==> src/rtl/dual_axis_incremental_pid_top_assert.svh <==
// ---------------------------------------------------------------------------
// dual_axis_incremental_pid_top_assert.svh
// Assertion macros shared by the controller RTL.
// ---------------------------------------------------------------------------
`ifndef DUAL_AXIS_INCREMENTAL_PID_TOP_ASSERT_SVH
`define DUAL_AXIS_INCREMENTAL_PID_TOP_ASSERT_SVH

// same-cycle implication, disabled in reset
`define ASSERT_IMPL(lbl, ante, cons) \
  lbl: assert property (@(posedge clk) disable iff (!rst_n) (ante) |-> (cons)) \
    else $error("assertion failed");

// next-cycle implication, disabled in reset
`define ASSERT_NEXT(lbl, ante, cons) \
  lbl: assert property (@(posedge clk) disable iff (!rst_n) (ante) |=> (cons)) \
    else $error("assertion failed");

`endif

==> src/rtl/dapid_pkg.sv <==
// ---------------------------------------------------------------------------
// dapid_pkg
// Shared types and constants of the two-axis incremental PID controller.
// ---------------------------------------------------------------------------
`timescale 1ns / 1ps

package dapid_pkg;

  localparam int GAIN_W    = 20;
  localparam int LIMIT_W   = 15;
  localparam int DRIVE_W   = 16;
  localparam int FRAC_W    = 16;
  localparam int CFG_IDX_W = 3;

  // register indexes
  localparam logic [CFG_IDX_W-1:0] REG_P_GAIN         = 3'd0;
  localparam logic [CFG_IDX_W-1:0] REG_I_GAIN         = 3'd1;
  localparam logic [CFG_IDX_W-1:0] REG_D_GAIN         = 3'd2;
  localparam logic [CFG_IDX_W-1:0] REG_INTEGRAL_LIMIT = 3'd3;
  localparam logic [CFG_IDX_W-1:0] REG_OUTPUT_LIMIT   = 3'd4;

  // reset values (gains about 0.3 / 0.003 / 0.3 in Q4.16)
  localparam logic [GAIN_W-1:0]  P_GAIN_RST         = 20'd19661;
  localparam logic [GAIN_W-1:0]  I_GAIN_RST         = 20'd197;
  localparam logic [GAIN_W-1:0]  D_GAIN_RST         = 20'd19661;
  localparam logic [LIMIT_W-1:0] INTEGRAL_LIMIT_RST = 15'd20;
  localparam logic [LIMIT_W-1:0] OUTPUT_LIMIT_RST   = 15'd400;

  // operation codes
  localparam logic OP_STEP  = 1'b0;
  localparam logic OP_CLEAR = 1'b1;

  typedef struct packed {
    logic [GAIN_W-1:0]  p_gain;
    logic [GAIN_W-1:0]  i_gain;
    logic [GAIN_W-1:0]  d_gain;
    logic [LIMIT_W-1:0] integral_limit;
    logic [LIMIT_W-1:0] output_limit;
  } cfg_t;

endpackage

==> src/rtl/dual_axis_incremental_pid_top.sv <==
// ---------------------------------------------------------------------------
// dual_axis_incremental_pid_top
// Pipeline: four registers (error, products, truncated sum, output with
//   accumulator update). Throughput: one transaction per cycle unless
//   out_tready stalls the output; the accumulator read-modify-write sits in
//   the last stage alone, so back-to-back steps on one axis never wait.
// Reset (rst_n low, synchronous): pipeline empty, errors and accumulators
//   zero, registers at their defaults. No clearing pass.
// ---------------------------------------------------------------------------
`timescale 1ns / 1ps
`include "dual_axis_incremental_pid_top_assert.svh"

module dual_axis_incremental_pid_top
  import dapid_pkg::*;
#(
  parameter int AXIS_COUNT    = 2,
  parameter int POSITION_BITS = 16
) (
  input  logic                 clk,
  input  logic                 rst_n,
  // configuration write port
  input  logic                 cfg_wr_en,
  input  logic [CFG_IDX_W-1:0] cfg_index,
  input  logic [GAIN_W-1:0]    cfg_data,
  // input stream
  input  logic                 in_tvalid,
  output logic                 in_tready,
  // tdata: measured_position, target_position (low bits up), zero padded
  input  logic [((2*POSITION_BITS+7)/8)*8-1:0] in_tdata,
  // tuser: operation [0], axis [1]
  input  logic [1:0]           in_tuser,
  // result stream
  output logic                 out_tvalid,
  input  logic                 out_tready,
  // tdata: drive
  output logic [DRIVE_W-1:0]   out_tdata,
  // tuser: axis_out
  output logic [0:0]           out_tuser
);

  // error, error difference, gain-as-signed, product, sum and term widths
  localparam int EW    = POSITION_BITS + 1;
  localparam int DW    = POSITION_BITS + 2;
  localparam int GW    = GAIN_W + 1;
  localparam int PW    = GW + EW;
  localparam int QW    = GW + DW;
  localparam int SW    = QW + 1;
  localparam int TW    = SW - FRAC_W;
  localparam int AW    = TW + 1;
  localparam int AXI_W = (AXIS_COUNT > 1) ? $clog2(AXIS_COUNT) : 1;

  cfg_t cfg;

  dapid_cfg u_cfg (
    .clk       (clk),
    .rst_n     (rst_n),
    .cfg_wr_en (cfg_wr_en),
    .cfg_index (cfg_index),
    .cfg_data  (cfg_data),
    .cfg       (cfg)
  );

  // ---------------------------------------------------------------- handshake
  // Each stage loads when empty or when its content moves on.
  logic s1_v_r, s2_v_r, s3_v_r, out_v_r;
  logic s1_ready, s2_ready, s3_ready, out_ready;
  logic s1_fire, s3_fire;

  assign out_ready = !out_v_r || out_tready;
  assign s3_ready  = !s3_v_r  || out_ready;
  assign s2_ready  = !s2_v_r  || s3_ready;
  assign s1_ready  = !s1_v_r  || s2_ready;
  assign in_tready = s1_ready;

  assign s1_fire = s1_v_r && s2_ready;
  assign s3_fire = s3_v_r && out_ready;

  always_ff @(posedge clk) begin
    if (!rst_n) begin
      s1_v_r  <= 1'b0;
      s2_v_r  <= 1'b0;
      s3_v_r  <= 1'b0;
      out_v_r <= 1'b0;
    end else begin
      if (s1_ready)  s1_v_r  <= in_tvalid;
      if (s2_ready)  s2_v_r  <= s1_v_r;
      if (s3_ready)  s3_v_r  <= s2_v_r;
      if (out_ready) out_v_r <= s3_v_r;
    end
  end

  // ---------------------------------------------------------------- stage 1
  // error = measured - target, one bit wider so it never wraps
  logic [POSITION_BITS-1:0] meas, targ;
  logic signed [EW-1:0]     err_nxt;
  logic signed [EW-1:0]     s1_err_r;
  logic                     s1_op_r, s1_ax_r;

  assign meas    = in_tdata[POSITION_BITS-1:0];
  assign targ    = in_tdata[2*POSITION_BITS-1:POSITION_BITS];
  assign err_nxt = $signed({meas[POSITION_BITS-1], meas})
                 - $signed({targ[POSITION_BITS-1], targ});

  always_ff @(posedge clk) begin
    if (s1_ready) begin
      s1_err_r <= err_nxt;
      s1_op_r  <= in_tuser[0];
      s1_ax_r  <= in_tuser[1];
    end
  end

  // ---------------------------------------------------------------- stage 2
  // Previous error is read and written here only, so consecutive steps on
  // the same axis see each other without forwarding.
  logic [AXIS_COUNT-1:0][EW-1:0] prev_r;
  logic [AXI_W-1:0]              ax1_idx;
  logic                          ax1_ok;
  logic signed [EW-1:0]          prev_sel;
  logic signed [DW-1:0]          diff;
  logic signed [PW-1:0]          p_prod, i_prod;
  logic signed [QW-1:0]          d_prod;
  logic signed [PW-1:0]          s2_p_r, s2_i_r;
  logic signed [QW-1:0]          s2_d_r;
  logic                          s2_op_r, s2_ax_r;

  assign ax1_ok   = (32'(s1_ax_r) < AXIS_COUNT);
  assign ax1_idx  = AXI_W'(s1_ax_r);
  assign prev_sel = ax1_ok ? $signed(prev_r[ax1_idx]) : '0;
  assign diff     = $signed({s1_err_r[EW-1], s1_err_r})
                  - $signed({prev_sel[EW-1], prev_sel});
  assign p_prod   = PW'($signed({1'b0, cfg.p_gain})) * PW'(s1_err_r);
  assign i_prod   = PW'($signed({1'b0, cfg.i_gain})) * PW'(s1_err_r);
  assign d_prod   = QW'($signed({1'b0, cfg.d_gain})) * QW'(diff);

  always_ff @(posedge clk) begin
    if (!rst_n) begin
      prev_r <= '0;
    end else if (s1_fire && s1_op_r == OP_STEP && ax1_ok) begin
      prev_r[ax1_idx] <= s1_err_r;
    end
  end

  always_ff @(posedge clk) begin
    if (s2_ready) begin
      s2_p_r  <= p_prod;
      s2_i_r  <= i_prod;
      s2_d_r  <= d_prod;
      s2_op_r <= s1_op_r;
      s2_ax_r <= s1_ax_r;
    end
  end

  // ---------------------------------------------------------------- stage 3
  // Clamp I term to +-(integral_limit << 16), sum, truncate toward zero.
  // Truncation: bias negative sums by 2^16-1, then arithmetic shift.
  logic signed [SW-1:0] ilim, p_ext, i_ext, d_ext, i_clamp, sum, biased;
  logic signed [TW-1:0] term_nxt;
  logic signed [TW-1:0] s3_term_r;
  logic                 s3_op_r, s3_ax_r;

  assign ilim  = SW'($signed({1'b0, cfg.integral_limit, {FRAC_W{1'b0}}}));
  assign p_ext = SW'(s2_p_r);
  assign i_ext = SW'(s2_i_r);
  assign d_ext = SW'(s2_d_r);

  always_comb begin
    i_clamp = i_ext;
    if (i_clamp >= ilim)  i_clamp = ilim;
    if (i_clamp <= -ilim) i_clamp = -ilim;
  end

  assign sum      = p_ext + i_clamp + d_ext;
  assign biased   = sum + (sum[SW-1] ? SW'({FRAC_W{1'b1}}) : SW'(0));
  assign term_nxt = TW'(biased >>> FRAC_W);

  always_ff @(posedge clk) begin
    if (s3_ready) begin
      s3_term_r <= term_nxt;
      s3_op_r   <= s2_op_r;
      s3_ax_r   <= s2_ax_r;
    end
  end

  // ---------------------------------------------------------------- stage 4
  // Accumulate and saturate at +-output_limit; the full-width sum never wraps.
  logic [AXIS_COUNT-1:0][DRIVE_W-1:0] acc_r;
  logic [AXI_W-1:0]                   ax3_idx;
  logic                               ax3_ok;
  logic signed [AW-1:0]               olim, acc_sum, acc_sat;
  logic signed [DRIVE_W-1:0]          drive_nxt;
  logic                               axis_out_nxt;
  logic signed [DRIVE_W-1:0]          out_drive_r;
  logic                               out_axis_r;

  assign ax3_ok  = (32'(s3_ax_r) < AXIS_COUNT);
  assign ax3_idx = AXI_W'(s3_ax_r);
  assign olim    = AW'($signed({1'b0, cfg.output_limit}));
  assign acc_sum = AW'($signed(ax3_ok ? acc_r[ax3_idx] : '0)) + AW'(s3_term_r);

  always_comb begin
    acc_sat = acc_sum;
    if (acc_sat <= -olim) acc_sat = -olim;
    if (acc_sat >= olim)  acc_sat = olim;
  end

  always_comb begin
    if (s3_op_r == OP_CLEAR) begin
      drive_nxt    = '0;
      axis_out_nxt = 1'b0;
    end else begin
      drive_nxt    = ax3_ok ? acc_sat[DRIVE_W-1:0] : '0;
      axis_out_nxt = s3_ax_r;
    end
  end

  always_ff @(posedge clk) begin
    if (!rst_n) begin
      acc_r <= '0;
    end else if (s3_fire) begin
      if (s3_op_r == OP_CLEAR) begin
        acc_r <= '0;
      end else if (ax3_ok) begin
        acc_r[ax3_idx] <= acc_sat[DRIVE_W-1:0];
      end
    end
  end

  always_ff @(posedge clk) begin
    if (out_ready) begin
      out_drive_r <= drive_nxt;
      out_axis_r  <= axis_out_nxt;
    end
  end

  assign out_tvalid   = out_v_r;
  assign out_tdata    = out_drive_r;
  assign out_tuser[0] = out_axis_r;

  // ---------------------------------------------------------------- checks
  logic signed [DRIVE_W:0] drive_ext, olim_chk;
  logic                    drive_in_range;

  assign drive_ext      = (DRIVE_W+1)'(out_drive_r);
  assign olim_chk       = $signed({2'b00, cfg.output_limit});
  assign drive_in_range = (drive_ext <= olim_chk) && (drive_ext >= -olim_chk);

  `ASSERT_IMPL(a_drive_in_range, out_v_r, drive_in_range)
  `ASSERT_NEXT(a_acc_only_on_fire, !s3_fire, $stable(acc_r))
  `ASSERT_NEXT(a_prev_only_on_fire, !s1_fire, $stable(prev_r))
  `ASSERT_NEXT(a_clear_zeroes_acc, s3_fire && s3_op_r == OP_CLEAR, acc_r == '0)

endmodule

==> src/rtl/dapid_cfg.sv <==
// ---------------------------------------------------------------------------
// dapid_cfg
// Configuration register file: write-only gains and limits.
// ---------------------------------------------------------------------------
`timescale 1ns / 1ps

module dapid_cfg
  import dapid_pkg::*;
(
  input  logic                 clk,
  input  logic                 rst_n,
  input  logic                 cfg_wr_en,
  input  logic [CFG_IDX_W-1:0] cfg_index,
  input  logic [GAIN_W-1:0]    cfg_data,
  output cfg_t                 cfg
);

  cfg_t cfg_r;

  always_ff @(posedge clk) begin
    if (!rst_n) begin
      cfg_r.p_gain         <= P_GAIN_RST;
      cfg_r.i_gain         <= I_GAIN_RST;
      cfg_r.d_gain         <= D_GAIN_RST;
      cfg_r.integral_limit <= INTEGRAL_LIMIT_RST;
      cfg_r.output_limit   <= OUTPUT_LIMIT_RST;
    end else if (cfg_wr_en) begin
      unique case (cfg_index)
        REG_P_GAIN:         cfg_r.p_gain         <= cfg_data;
        REG_I_GAIN:         cfg_r.i_gain         <= cfg_data;
        REG_D_GAIN:         cfg_r.d_gain         <= cfg_data;
        REG_INTEGRAL_LIMIT: cfg_r.integral_limit <= cfg_data[LIMIT_W-1:0];
        REG_OUTPUT_LIMIT:   cfg_r.output_limit   <= cfg_data[LIMIT_W-1:0];
        default: ;  // unmapped index, write dropped
      endcase
    end
  end

  assign cfg = cfg_r;

endmodule

==> config.mk <==
export PLATFORM = sky130hd
export DESIGN_NAME = dual_axis_incremental_pid_top
export DESIGN_NICKNAME = d
export VERILOG_FILES = /design/src/rtl/dapid_pkg.sv /design/src/rtl/dual_axis_incremental_pid_top.sv /design/src/rtl/dapid_cfg.sv
export VERILOG_INCLUDE_DIRS = /design/src /design/src/rtl
export SDC_FILE = /design/constraint.sdc
export NUM_CORES = 2
export LEC_CHECK = 0
export BUFFER_PORTS_ARGS = -buffer_cell sky130_fd_sc_hd__buf_2
export CORE_UTILIZATION = 50
export DETAILED_ROUTE_END_ITERATION = 8
export PLACE_DENSITY = 0.74
export SETUP_SLACK_MARGIN = 0.2
export SYNTH_ARGS = -nofsm -noshare
export SYNTH_HDL_FRONTEND = slang
export SYNTH_SLANG_ARGS = --single-unit
==> constraint.sdc <==
create_clock -name clk -period 10.4 [get_ports clk]
set_input_delay 0.52 -clock clk [delete_from_list [all_inputs] [get_ports clk]]
set_output_delay 0.52 -clock clk [all_outputs]
set_load 0.01 [all_outputs]
== Word level (Yosys, flattened, before mapping) ==
Index checks and enable logic that the tools add are counted.

* Output and inout bits: 19
* Register bits: 339
* Logic and storage cells: 85

* Equal/unequal tests: 4
* Bitwise operators: 1
* Multiply operators: 3
* Reduce and logical (&&, ||, !) cells: 19
* $add $sub $neg: 8
* Magnitude comparators: 8
* Muxes and demuxes: 16

{| class="wikitable"
|+ Operators with widths
! operator !! count
|-
| $mux 16 || 5
|-
| $mux 40 || 2
|-
| $mul 21x17->38 || 2
|-
| $mux 17 || 3
|-
| $add 38x40->40 || 1
|-
| $add 40x16->40 || 1
|-
| $add 40x39->40 || 1
|-
| $le 40x40->1 || 1
|-
| $neg 31->40 || 1
|-
| $mul 21x18->39 || 1
|-
| $ge 38x32->1 || 1
|-
| $bwmux 34 || 1
|-
| $bwmux 32 || 1
|-
| $mux 32 || 1
|-
| $add 16x24->25 || 1
|-
| $ge 25x16->1 || 1
|-
| $le 25x25->1 || 1
|-
| $mux 25 || 1
|-
| $neg 15->25 || 1
|-
| $sub 17x17->18 || 1
|-
| $demux 17 s1 || 1
|-
| $sub 16x16->17 || 1
|-
| $demux 16 s1 || 1
|-
| $reduce_and 2->1 || 5
|-
| 10 further kinds || 23
|}

== Logic depth before layout (Yosys ltp) ==
* Word-level depth: 9
* Depth in mapped cells: 50
* Mapped depth without buffers: 46

== By module ==
Synthesis repeated with hierarchy kept, for this count alone.

* Cell total of the unflattened synthesis: 5921
* Area total of the unflattened synthesis: 55157.9 um2

{| class="wikitable"
|+ By module, submodules not included
! module !! instances !! area each (um2) !! cells an instance
|-
| dual_axis_incremental_pid_top || 1 || 51685.8 || 5587
|-
| dapid_cfg || 1 || 3472.1 || 334
|}

== Worst setup path before layout ==
OpenSTA, ideal clock, no wires.

* Kind: register to register
* Start point: register u_cfg.cfg_r (netlist bit u_cfg.cfg[29])
* End point: register s3_term_r[14], data pin
* Cell stages (with the launch flop): 51
* Buffers on the path: 4
* Data required time: 10136 ps
* Data arrival time: 10403 ps
* Setup slack: -267 ps
* Cells stage by stage: dfxtp_1 clkbuf_1 inv_1 ha_1 nand3_1 o22ai_1 nor3_1 and3_1 nor2_1 a31oi_1 clkbuf_1 nand2_1 o21ai_0 ha_1 a211oi_1 nor2_1 o41a_1 o31a_1 [15 not listed] a21bo_2 a31oi_1 xnor2_2 inv_2 ha_1 a21o_1 a211oi_1 nand3_1 a21oi_1 o21ai_0 or4_1 nand4_1 nand4b_1 mux2_4 and3_4 buf_6 and3_1 xor2_1

* Longest elaborated chain between the ends: 8

{| class="wikitable"
|+ RTL lines
! what !! RTL line !! text
|-
| from (decl) || dapid_cfg.sv:18 || <nowiki>cfg_t cfg_r;</nowiki>
|-
| $ge 38x32->1 || dual_axis_incremental_pid_top.sv:168 || <nowiki>if (i_clamp >= ilim) i_clamp = ilim;</nowiki>
|-
| $mux 40 || dual_axis_incremental_pid_top.sv:168 ||
|-
| $le 40x40->1 || dual_axis_incremental_pid_top.sv:169 || <nowiki>if (i_clamp <= -ilim) i_clamp = -ilim;</nowiki>
|-
| $mux 40 * || dual_axis_incremental_pid_top.sv:169 ||
|-
| $add 38x40->40 * || dual_axis_incremental_pid_top.sv:172 || <nowiki>assign sum = p_ext + i_clamp + d_ext;</nowiki>
|-
| $add 40x39->40 * || dual_axis_incremental_pid_top.sv:172 ||
|-
| $mux 16 || dual_axis_incremental_pid_top.sv:173 || <nowiki>assign biased = sum + (sum[SW-1] ? SW'({FRAC_W{1'b1}}) : SW'(0));</nowiki>
|-
| $add 40x16->40 * || dual_axis_incremental_pid_top.sv:173 ||
|-
| via biased[30] || dual_axis_incremental_pid_top.sv:156 || <nowiki>logic signed [SW-1:0] ilim, p_ext, i_ext, d_ext, i_clamp, sum, biased;</nowiki>
|-
| to (signal assigned) || dual_axis_incremental_pid_top.sv:178 || <nowiki>s3_term_r <= term_nxt;</nowiki>
|-
| to (decl) || dual_axis_incremental_pid_top.sv:158 || <nowiki>logic signed [TW-1:0] s3_term_r;</nowiki>
|}

The timed path passes the listed nets; every way through them passes the cells marked *.
A chain may end at the register's enable or synchronous reset.

== Final worst setup path ==
* Start point: register u_cfg.cfg_r (netlist bit u_cfg.cfg[18])
* End point: register s3_term_r[15], data pin

The elaborated chain is that of the path after synthesis.

==> impl_metrics.env <==
export IMPL_drive_above_1_share=0.0791
export IMPL_finalWorstSetupSlack_ps=274
export IMPL_end_kind="flop"
export IMPL_finalSetupViolCount=0
export IMPL_crit_start="u_cfg.cfg[18]"
export IMPL_min_period_over_period=0.974
export IMPL_status="finished clean"
export IMPL_ys_ff_latch=339
export IMPL_stdcell_area_um2=59400
export IMPL_hold_path_class="primary input to flop"
export IMPL_syn2layout_area_growth_pct=8.39
export IMPL_htree_num_levels=2
export IMPL_dp_slack_ps=-190
export IMPL_finalHoldViolations=0
export IMPL_worst_pin_slew_ps=1210
export IMPL_dpl_cell_count=7451
export IMPL_drt_iter0_drc=3047
export IMPL_dp_hpwl_mm=117
export IMPL_ys_warn_count=0
export IMPL_cts_buffer_depth=3
export IMPL_cp_arrival_ps=10490
export IMPL_worstHoldStart="in_tuser[0]"
export IMPL_slew_headroom=0.191
export IMPL_required_ps=10760
export IMPL_die_y_um=333
export IMPL_die_width_um=333
export IMPL_synth_xor_area_frac=0.0319
export IMPL_synth_yosys_seq_area_share=0.156
export IMPL_avgRoutedWirePerCell_um=19.6
export IMPL_drc_errors=0
export IMPL_start_util=0.504
export IMPL_crit_type="flop to flop"
export IMPL_insertion_delay_ps=630
export IMPL_die_area_um2=111000
export IMPL_timing_hold_ws_ps=102
export IMPL_cts_tree="yes"
export IMPL_io_pins=81
export IMPL_ys_types=78
export IMPL_grt_pass1_wl_mm=235
export IMPL_startpoint_type="flop"
export IMPL_synth_largest_area_cell="fa_1"
export IMPL_gp_congestion=0.910
export IMPL_via_per_inst=5.56
export IMPL_drtPass1Iterations=5
export IMPL_synthSimpleGateAreaFrac=0.172
export IMPL_grt_ovfl_total=0
export IMPL_final_antenna_net_count=0
export IMPL_synth_top_family_by_area="adder cells"
export IMPL_postPlaceCellArea_um2=57500
export IMPL_r2r_start="u_cfg.cfg[18]"
export IMPL_crit_slowest_cell="or4_4"
export IMPL_synth_common_cells="inv_1 (1035), nand2_1 (924), fa_1 (869), ha_1 (588), and2_1 (412)"
export IMPL_numCtsBuffers=39
export IMPL_synth_fp_nets=7558
export IMPL_cp_max_fo=6
export IMPL_numClockSinks=339
export IMPL_stdcell_count=7545
export IMPL_wl_mm=148
export IMPL_portBuffers=80
export IMPL_fp_row_count=121
export IMPL_finalMaxSlewViolations=0
export IMPL_syn_inst=6039
export IMPL_clock_fmax_mhz=98.8
export IMPL_synth_async_reset_ratio=0
export IMPL_synth_mux_area_frac=0.0162
export IMPL_vias=41964
export IMPL_rsz0062_at_grt="true"
export IMPL_grt_pass1_vias=42900
export IMPL_gr_usage_all_layers=0.269
export IMPL_synth_compound_area_frac=0.0819
export IMPL_synth_flop_cell="edfxtp_1"
export IMPL_synthAdderAreaFrac=0.452
export IMPL_grt_max_degree=83
export IMPL_clk_pin_slew_worst_paths_ps=70
export IMPL_finalClockSkew_ps=55.0
export IMPL_netlist_area_um2=54800
export IMPL_synth_edf_count=179
export IMPL_min_period_ps=10130
export IMPL_synth_most_common_cell="inv_1"
export IMPL_core_area_um2=109000
export IMPL_synth_top_cell_area_share=0.317
export IMPL_antenna_found_initial=4
export IMPL_synth_area_per_cell_um2=9.08
export IMPL_maxCapViolCount=0
export IMPL_slowest_delay_ps=540
export IMPL_fin_nets=7618
export IMPL_clk_root_buffer_cell="clkbuf_16"
export IMPL_synthTopCellsByArea="fa_1 (32%), ha_1 (13%), edfxtp_1 (9.8%), inv_1 (7.1%), nand2_1 (6.3%)"
final cells by class:
cell class	count	area, um^2
Inverter	1038	3900
Tap cell	1414	1770
Antenna cell	1	2.50
Clock inverter	23	236
Timing Repair Buffer	291	2050
Clock buffer	49	1090
Fill cell	9603	49300
Sequential cell	339	8580
Multi-Input combinational cell	4390	41800
stage by stage:
stage	util	TNS, ps
detailed placement	0.529	-1600
global placement	0.529	-281
CTS	0.542	0
global route	0.547	-1780
finish	0.547	0
floorplan	-	0
flip-flops by register name, indices dropped and copies added, names as in the netlist, 16 cells and up:
register	flops
u_cfg.cfg	90
s2_d_r	39
s2_i_r	38
s2_p_r	38
prev_r	34
acc_r	32
s3_term_r	24
s1_err_r	17
out_tdata	16
repair_timing:
item | CTS | global route
hold buffers | 0 | 0
pin swaps | 5 | 43
buffers inserted | 1 | 16
gates cloned | 2 | 2
setup endpoints to repair | 24 | 29
gates resized for setup | 17 | 83
path summary, 6_finish.rpt:
| path | to | slack (ps) | depth (start not counted) |
|---|---|---|---|
| min | s1_op_r | 100 | 1 |
| max reg2reg | s3_term_r[15] | 270 | 51 |
| min reg2reg | acc_r[11] | 450 | 2 |
| max | s3_term_r[15] | 270 | 51 |
layer usage:
| metal | share of wire | GRT usage |
|---|---|---|
| met3 | 0.074 | 0.0400 |
| met4 | 0.041 | 0.103 |
| met5 | 0.00018 | 0 |
| met1 | 0.41 | 0.351 |
| met2 | 0.48 | 0.452 |
logic make-up after synthesis:
group	after synthesis
flops	339
buf+inv	1311
fa+ha+maj	1457
simple gates	1960
xor+xnor	198
compound gates	689
mux	85
placed cells by master, fill, tap and decap left out, drive strengths merged, types with 43 or more instances in the layout:
cell       n
a21boi    82
a21o      61
a21oi    175
and2     412
buf      290
clkbuf    50
dfxtp    160
edfxtp   179
fa       869
ha       588
inv     1045
mux2i     57
nand2    924
nand2b    90
nand3     74
nor2     185
nor2b     85
nor3      59
o21a      43
o21ai    140
xnor2    144
xor2      54
critical path, delay by kind of cell, from the launching register on:
family | cells | cell delay [ps]
xor+xnor | 2 | 300
simple gates | 17 | 2330
fa+ha+maj | 6 | 1870
flops | 1 | 380
buf+inv | 8 | 1050
compound gates | 17 | 3610
mux | 1 | 330
Power is not shown: default switching activity piles up to over one toggle a cycle in this logic, so the estimate is an artifact.
